==> src/rtl/dsrs_pkg.sv <==
// Shared types for the dynamic sequence range sum block.
// Operation and status codes, the controller state type and the cell command.
// No dependencies.
package dsrs_pkg;

  localparam int SUM_BITS   = 40;
  localparam int OP_BITS    = 2;
  localparam int POS_BITS   = 9;
  localparam int REND_BITS  = 8;
  localparam int IN_BITS    = 32;
  localparam int COUNT_BITS = 9;
  localparam int STAT_BITS  = 2;

  typedef enum logic [OP_BITS-1:0] {
    OP_INSERT = 2'd0,
    OP_ERASE  = 2'd1,
    OP_ADD    = 2'd2,
    OP_QUERY  = 2'd3
  } op_e;

  typedef enum logic [STAT_BITS-1:0] {
    ST_OK   = 2'd0,
    ST_FULL = 2'd1,
    ST_BAD  = 2'd2
  } status_e;

  typedef enum logic [1:0] {
    S_IDLE,
    S_EXEC,
    S_SCAN
  } state_e;

  typedef struct packed {
    logic ins;
    logic del;
    logic add;
    logic rot;
  } cell_cmd_t;

endpackage

==> src/rtl/dsrs_cell.sv <==
// One storage cell of the sequence chain: holds one element.
// Shifts from its neighbors on insert, erase and scan rotation; adds in place.
// Depends on dsrs_pkg.
module dsrs_cell
  import dsrs_pkg::*;
#(
  parameter int VALUE_BITS = 32,
  parameter int PW         = 9,
  parameter int IDX        = 0
) (
  input  logic                  clk_i,
  input  cell_cmd_t             cmd_i,
  input  logic [PW-1:0]         pos_i,
  input  logic [VALUE_BITS-1:0] val_i,
  input  logic [VALUE_BITS-1:0] left_i,
  input  logic [VALUE_BITS-1:0] right_i,
  output logic [VALUE_BITS-1:0] elem_o
);

  localparam logic [PW-1:0] MyIdx = PW'(IDX);

  logic [VALUE_BITS-1:0] elem_q, elem_d;

  always_comb begin
    elem_d = elem_q;
    priority if (cmd_i.rot) begin
      elem_d = right_i;
    end else if (cmd_i.ins) begin
      if (MyIdx > pos_i) begin
        elem_d = left_i;
      end else if (MyIdx == pos_i) begin
        elem_d = val_i;
      end
    end else if (cmd_i.del) begin
      if (MyIdx >= pos_i) begin
        elem_d = right_i;
      end
    end else if (cmd_i.add) begin
      if (MyIdx == pos_i) begin
        elem_d = elem_q + val_i;
      end
    end
  end

  always_ff @(posedge clk_i) begin
    elem_q <= elem_d;
  end

  assign elem_o = elem_q;

endmodule

==> config.mk <==
export PLATFORM = sky130hd
export DESIGN_NAME = dsrs_cell
export DESIGN_NICKNAME = d
export VERILOG_FILES = /design/src/rtl/dsrs_pkg.sv /design/src/rtl/dsrs_cell.sv
export SDC_FILE = /design/constraint.sdc
export NUM_CORES = 1
export LEC_CHECK = 0
export ABC_CLOCK_PERIOD_IN_PS = 7900
export BUFFER_PORTS_ARGS = -buffer_cell sky130_fd_sc_hd__buf_2
export CORE_UTILIZATION = 35
export DETAILED_ROUTE_END_ITERATION = 10
export GPL_TIMING_DRIVEN = 0
export PLACE_DENSITY = 0.63
export SETUP_SLACK_MARGIN = 0.4
export SLEW_MARGIN = 20
export SYNTH_ARGS = -nofsm -noshare
export SYNTH_HDL_FRONTEND = slang
export SYNTH_SLANG_ARGS = --single-unit
==> constraint.sdc <==
create_clock -name clk_i -period 7.9 [get_ports clk_i]
set_input_delay 1.58 -clock clk_i [delete_from_list [all_inputs] [get_ports clk_i]]
set_output_delay 1.58 -clock clk_i [all_outputs]
set_load 0.005 [all_outputs]
# Word level (Yosys, flattened, before mapping)
# Index checks and enable logic that the tools add are counted.
# classes
n_mux	8
addsub	1
eq_ne	2
n_reduce_logical	4
n_lt_le_gt_ge	2
# ops
op	count
$mux 32	8
$add 32x32->32	1
$ge 1x9->1 const A	1
$gt 1x9->1 const A	1
$logic_not 9->1	1
$ne 4x2->1 const B	2
$reduce_bool 4->1	2
$reduce_and 4->1	1
# word_totals
output_inout_bits	32
reg_bits	32
wordCells	18

# Longest topological paths before layout
# logic_depth
ltp_word	6
mapped_depth	10

# Worst setup path before layout
# No wires, ideal clock.
# synth_path
path_type	input-to-reg
start	input port cmd_i[2] (netlist name)
end	register elem_q[0] (netlist: elem_o[0]), enable pin
path_stages	4
setup_slack_ps	1796
setup_time_ps	511
required_ps	7389
arrival_time_ps	5593
cell_sequence	clkbuf_1 > nor3_1 > or4_1 > o41ai_1
# synth_between
elab_chain_len	2
# synth_lines
element	line	rtl
start, declared	dsrs_cell.sv:12	input cell_cmd_t cmd_i,
$ne 4x2->1 (no line) or $reduce_bool 4->1 (tied branches)	-	
$reduce_and 4->1 (no line) *	-	
end signal, assigned	dsrs_cell.sv:46	elem_q <= elem_d;
end, declared	dsrs_cell.sv:22	logic [VALUE_BITS-1:0] elem_q, elem_d;
# Every way passes the cells marked *; elsewhere a longest branch is shown, timed or not.
# A chain may end at the register's enable or synchronous reset.

# Final worst setup path
# layout_path
start	input port val_i[0]
end	register elem_q[26] (netlist: elem_o[26]) (data pin)
# layout_between
elab_chain_len	6
# layout_lines
element	line	rtl
start, declared	dsrs_cell.sv:14	input logic [VALUE_BITS-1:0] val_i,
$add 32x32->32	dsrs_cell.sv:40	elem_d = elem_q + val_i;
$mux 32	dsrs_cell.sv:39	if (MyIdx == pos_i) begin
$mux 32	dsrs_cell.sv:38	end else if (cmd_i.add) begin
$mux 32	dsrs_cell.sv:34	end else if (cmd_i.del) begin
$mux 32	dsrs_cell.sv:28	end else if (cmd_i.ins) begin
$mux 32	dsrs_cell.sv:26	priority if (cmd_i.rot) begin
named net elem_d[26]	dsrs_cell.sv:22	
# The timed path passes the listed nets, and every way through them passes these cells. The select of a mux whose other input is x is not followed.

==> impl_metrics.ini <==
[critical_path]
path_max_fanout = 4
setup.worst_path.start_class = primary input
endpoint_kind = register
setup.worst_path.class = in -> reg
worstPathArrival_ps = 3940
cp.required_ps = 7950

[floorplan]
die_w_um = 99.8
io_pins = 142
die-area_um2 = 9960
initial_core_util = 0.362
rows = 35
core_area_um2 = 9240
dieHeight_um = 99.8

[timing]
finalWorstSetupSlack_ps = 4000
rsz0062_at_grt = no
min_period_ps = 3900
hold_violations = 0
holdWs_ps = 783
max_freq_mhz = 257
slew_viol_final = 0
post-route-period-util = 0.493
worst_pin_slew_ps = 878
clock-skew-final_ps = 6.82
setup_viol = 0
slew_headroom = 0.408

[clock_tree]
cts.path.max_buffers = 2
cts_tree = built
clkLatencyLatePin_ps = 290
cts_buffers = 5
cts.sinks = 32
cts-root-buf = clkbuf_8
post_cts_buffers = 0
cts_resized = 0
ctsHtreeMaxLevel = 2
clk_pin_slew_ps = 80
hold_buffers = 0

[synth]
yosys-top-cells-area = edfxtp_1 (29%), ha_1 (12%), a21oi_1 (7.3%)
ys.flop_type = edfxtp_1
ys_seq_area_frac = 0.287
synth_top_family_by_area = compound AO/OA/AOI/OAI gates
synth.cell_area_um2 = 3350
synth-edff-count = 32
synthTopCellsByCount = a21oi_1 (49), o21ai_0 (38), nand2_1 (34), edfxtp_1 (32), ha_1 (31)
synth.mux.area_fraction = 0.00299
yosys.area_share.simple = 0.135
synth_compound_area_frac = 0.336
synth_most_common_cell = a21oi_1
synth_cell_types = 51
synth.largest_area_cell = edfxtp_1
synth_nets = 540
synth_seq_cells = 32
synth_xor_xnor_area_share = 0.0785
yosysWarnings = 0
synth_top_area_frac = 0.287
syn_area_per_cell_um2 = 8.41
synth-adder-area-share = 0.122
synthCells = 398
async_flop_share = 0

[power]
p_int_w = 0.000389
leakagePower_nw = 1.78
vdd_drop_max_mv = 0.0761
swShare = 0.389
power.share.clock = 0.203
power_density_nw_per_um2 = 153
comb_power_share = 0.459
p_seq_frac = 0.339
power.switching_w = 0.000248

[routing]
dr.pass1.iters = 4
met3_length_um = 637
routed_wl_um = 10800
num_vias = 3578
ant_nets = 0
wl_met2_um = 5270
drc = 0
drtIter0Drc = 123
wl_per_cell_um = 16.6
highest_layer = met4
via_per_inst = 5.53
drt-met1-wl_um = 4730

[layout]
n_antenna_cell = 0
nNetsFinal = 659
syn_to_final_growth_pct = 24.5
largest_reg_flops = 32
fillCellCount = 933
drive_gt1_frac = 0.264

[grt]
antenna_found_initial = 0
grt.overflow.total = 0
grt_pass1_wl_um = 17200
grt_pass1_vias = 3495
grt_use_total = 0.219
grt_max_degree = 11

[worst_hold_path]
worstHoldPathType = reg -> reg

[job]
maxCapViolCount = 0

[run_status]
status = finished, final reports clean

[place]
hpwlAfterDp_um = 8680
portBuffers = 107
place.gp.congestion = 0.906
pre_cts_slack_ps = 3710
[placed cells by master, fill, tap and decap left out, drive strengths merged, types with 4 or more instances in the layout]
cell    Yosys  routed
buf         3     115
a21oi      51      51
o21ai      46      46
nand2      34      34
edfxtp     32      32
ha         31      31
nor2       26      26
clkbuf     20      25
a22oi      21      21
o22ai      16      16
xnor2      16      16
xor2       14      14
a21o       13      13
nand4      10      10
inv         7       7
a31oi       6       6
nand3       6       6
nor3        5       5
a211oi      4       4
o21a        4       4
or4         4       4
clkinv      1       4
[through the flow]
step,cell area [um^2],util,power [W],setup TNS [ps],std cells
floorplan,3350,-,0.000420,0,398
global route,4170,0.451,0.000685,0,647
global placement,4040,0.438,0.000504,-21910,634
finish,4170,0.451,0.000637,0,647
CTS,4170,0.451,0.000642,0,647
detailed placement,4080,0.442,0.000509,0,639
[critical path, stage by stage]
cell and delay (ps):
buf_2 110, ha_1 220, fa_1 430, a211oi_1 360, o21a_1 260, o31ai_4 110
o22a_2 290, a21oi_2 190, a31oi_1 150, xnor2_1 170, o21ai_1 80
[per-layer routing]
layer  vias up  GRT usage
met4         0     0.0464
li1       1772          -
met3        11     0.0313
met1      1667      0.287
met5         -          0
met2       128      0.381
[power by group through the flow]
stage / Clock [W] / Combinational [W] / Sequential [W]
2_1_floorplan: 0 / 0.000200 / 0.000220
3_3_place_gp: 0 / 0.000284 / 0.000220
3_5_place_dp: 0 / 0.000290 / 0.000219
4_1_cts: 0.000135 / 0.000291 / 0.000216
5_1_grt: 0.000140 / 0.000328 / 0.000217
6_report: 0.000129 / 0.000292 / 0.000216
[cell families after synthesis]
| logic type | count (synthesis) |
|---|---|
| buffers and inverters | 31 |
| adder cells (fa/ha/maj) | 32 |
| AO/OA/AOI/OAI | 177 |
| AND/OR/NAND/NOR | 95 |
| XOR/XNOR | 30 |
| multiplexers | 1 |
| flip-flops | 32 |
[final timing paths]
| path | from | end | slack, ps | depth (start not counted) |
|---|---|---|---|---|
| min reg2reg | elem_o[0] | elem_o[0] | 780 | 3 |
| max reg2reg | elem_o[0] | elem_o[26] | 5010 | 10 |
| min | elem_o[0] | elem_o[0] | 780 | 3 |
| max | val_i[0] | elem_o[26] | 4000 | 11 |
[cell type report]
| type | count | area [um^2] | area share |
|---|---|---|---|
| repair buffers | 112 | 563 | 0.135 |
| clock buffers | 5 | 68.8 | 0.0165 |
| well taps | 129 | 161 | 0.0387 |
| clock inverters | 3 | 13.8 | 0.00330 |
| multi-input cells | 335 | 2270 | 0.545 |
| inverters | 8 | 30.0 | 0.00721 |
| flip-flops and latches | 32 | 961 | 0.231 |
| plain buffers | 23 | 97.6 | 0.0234 |
No activity file was read; power rests on OpenSTA's default activity.
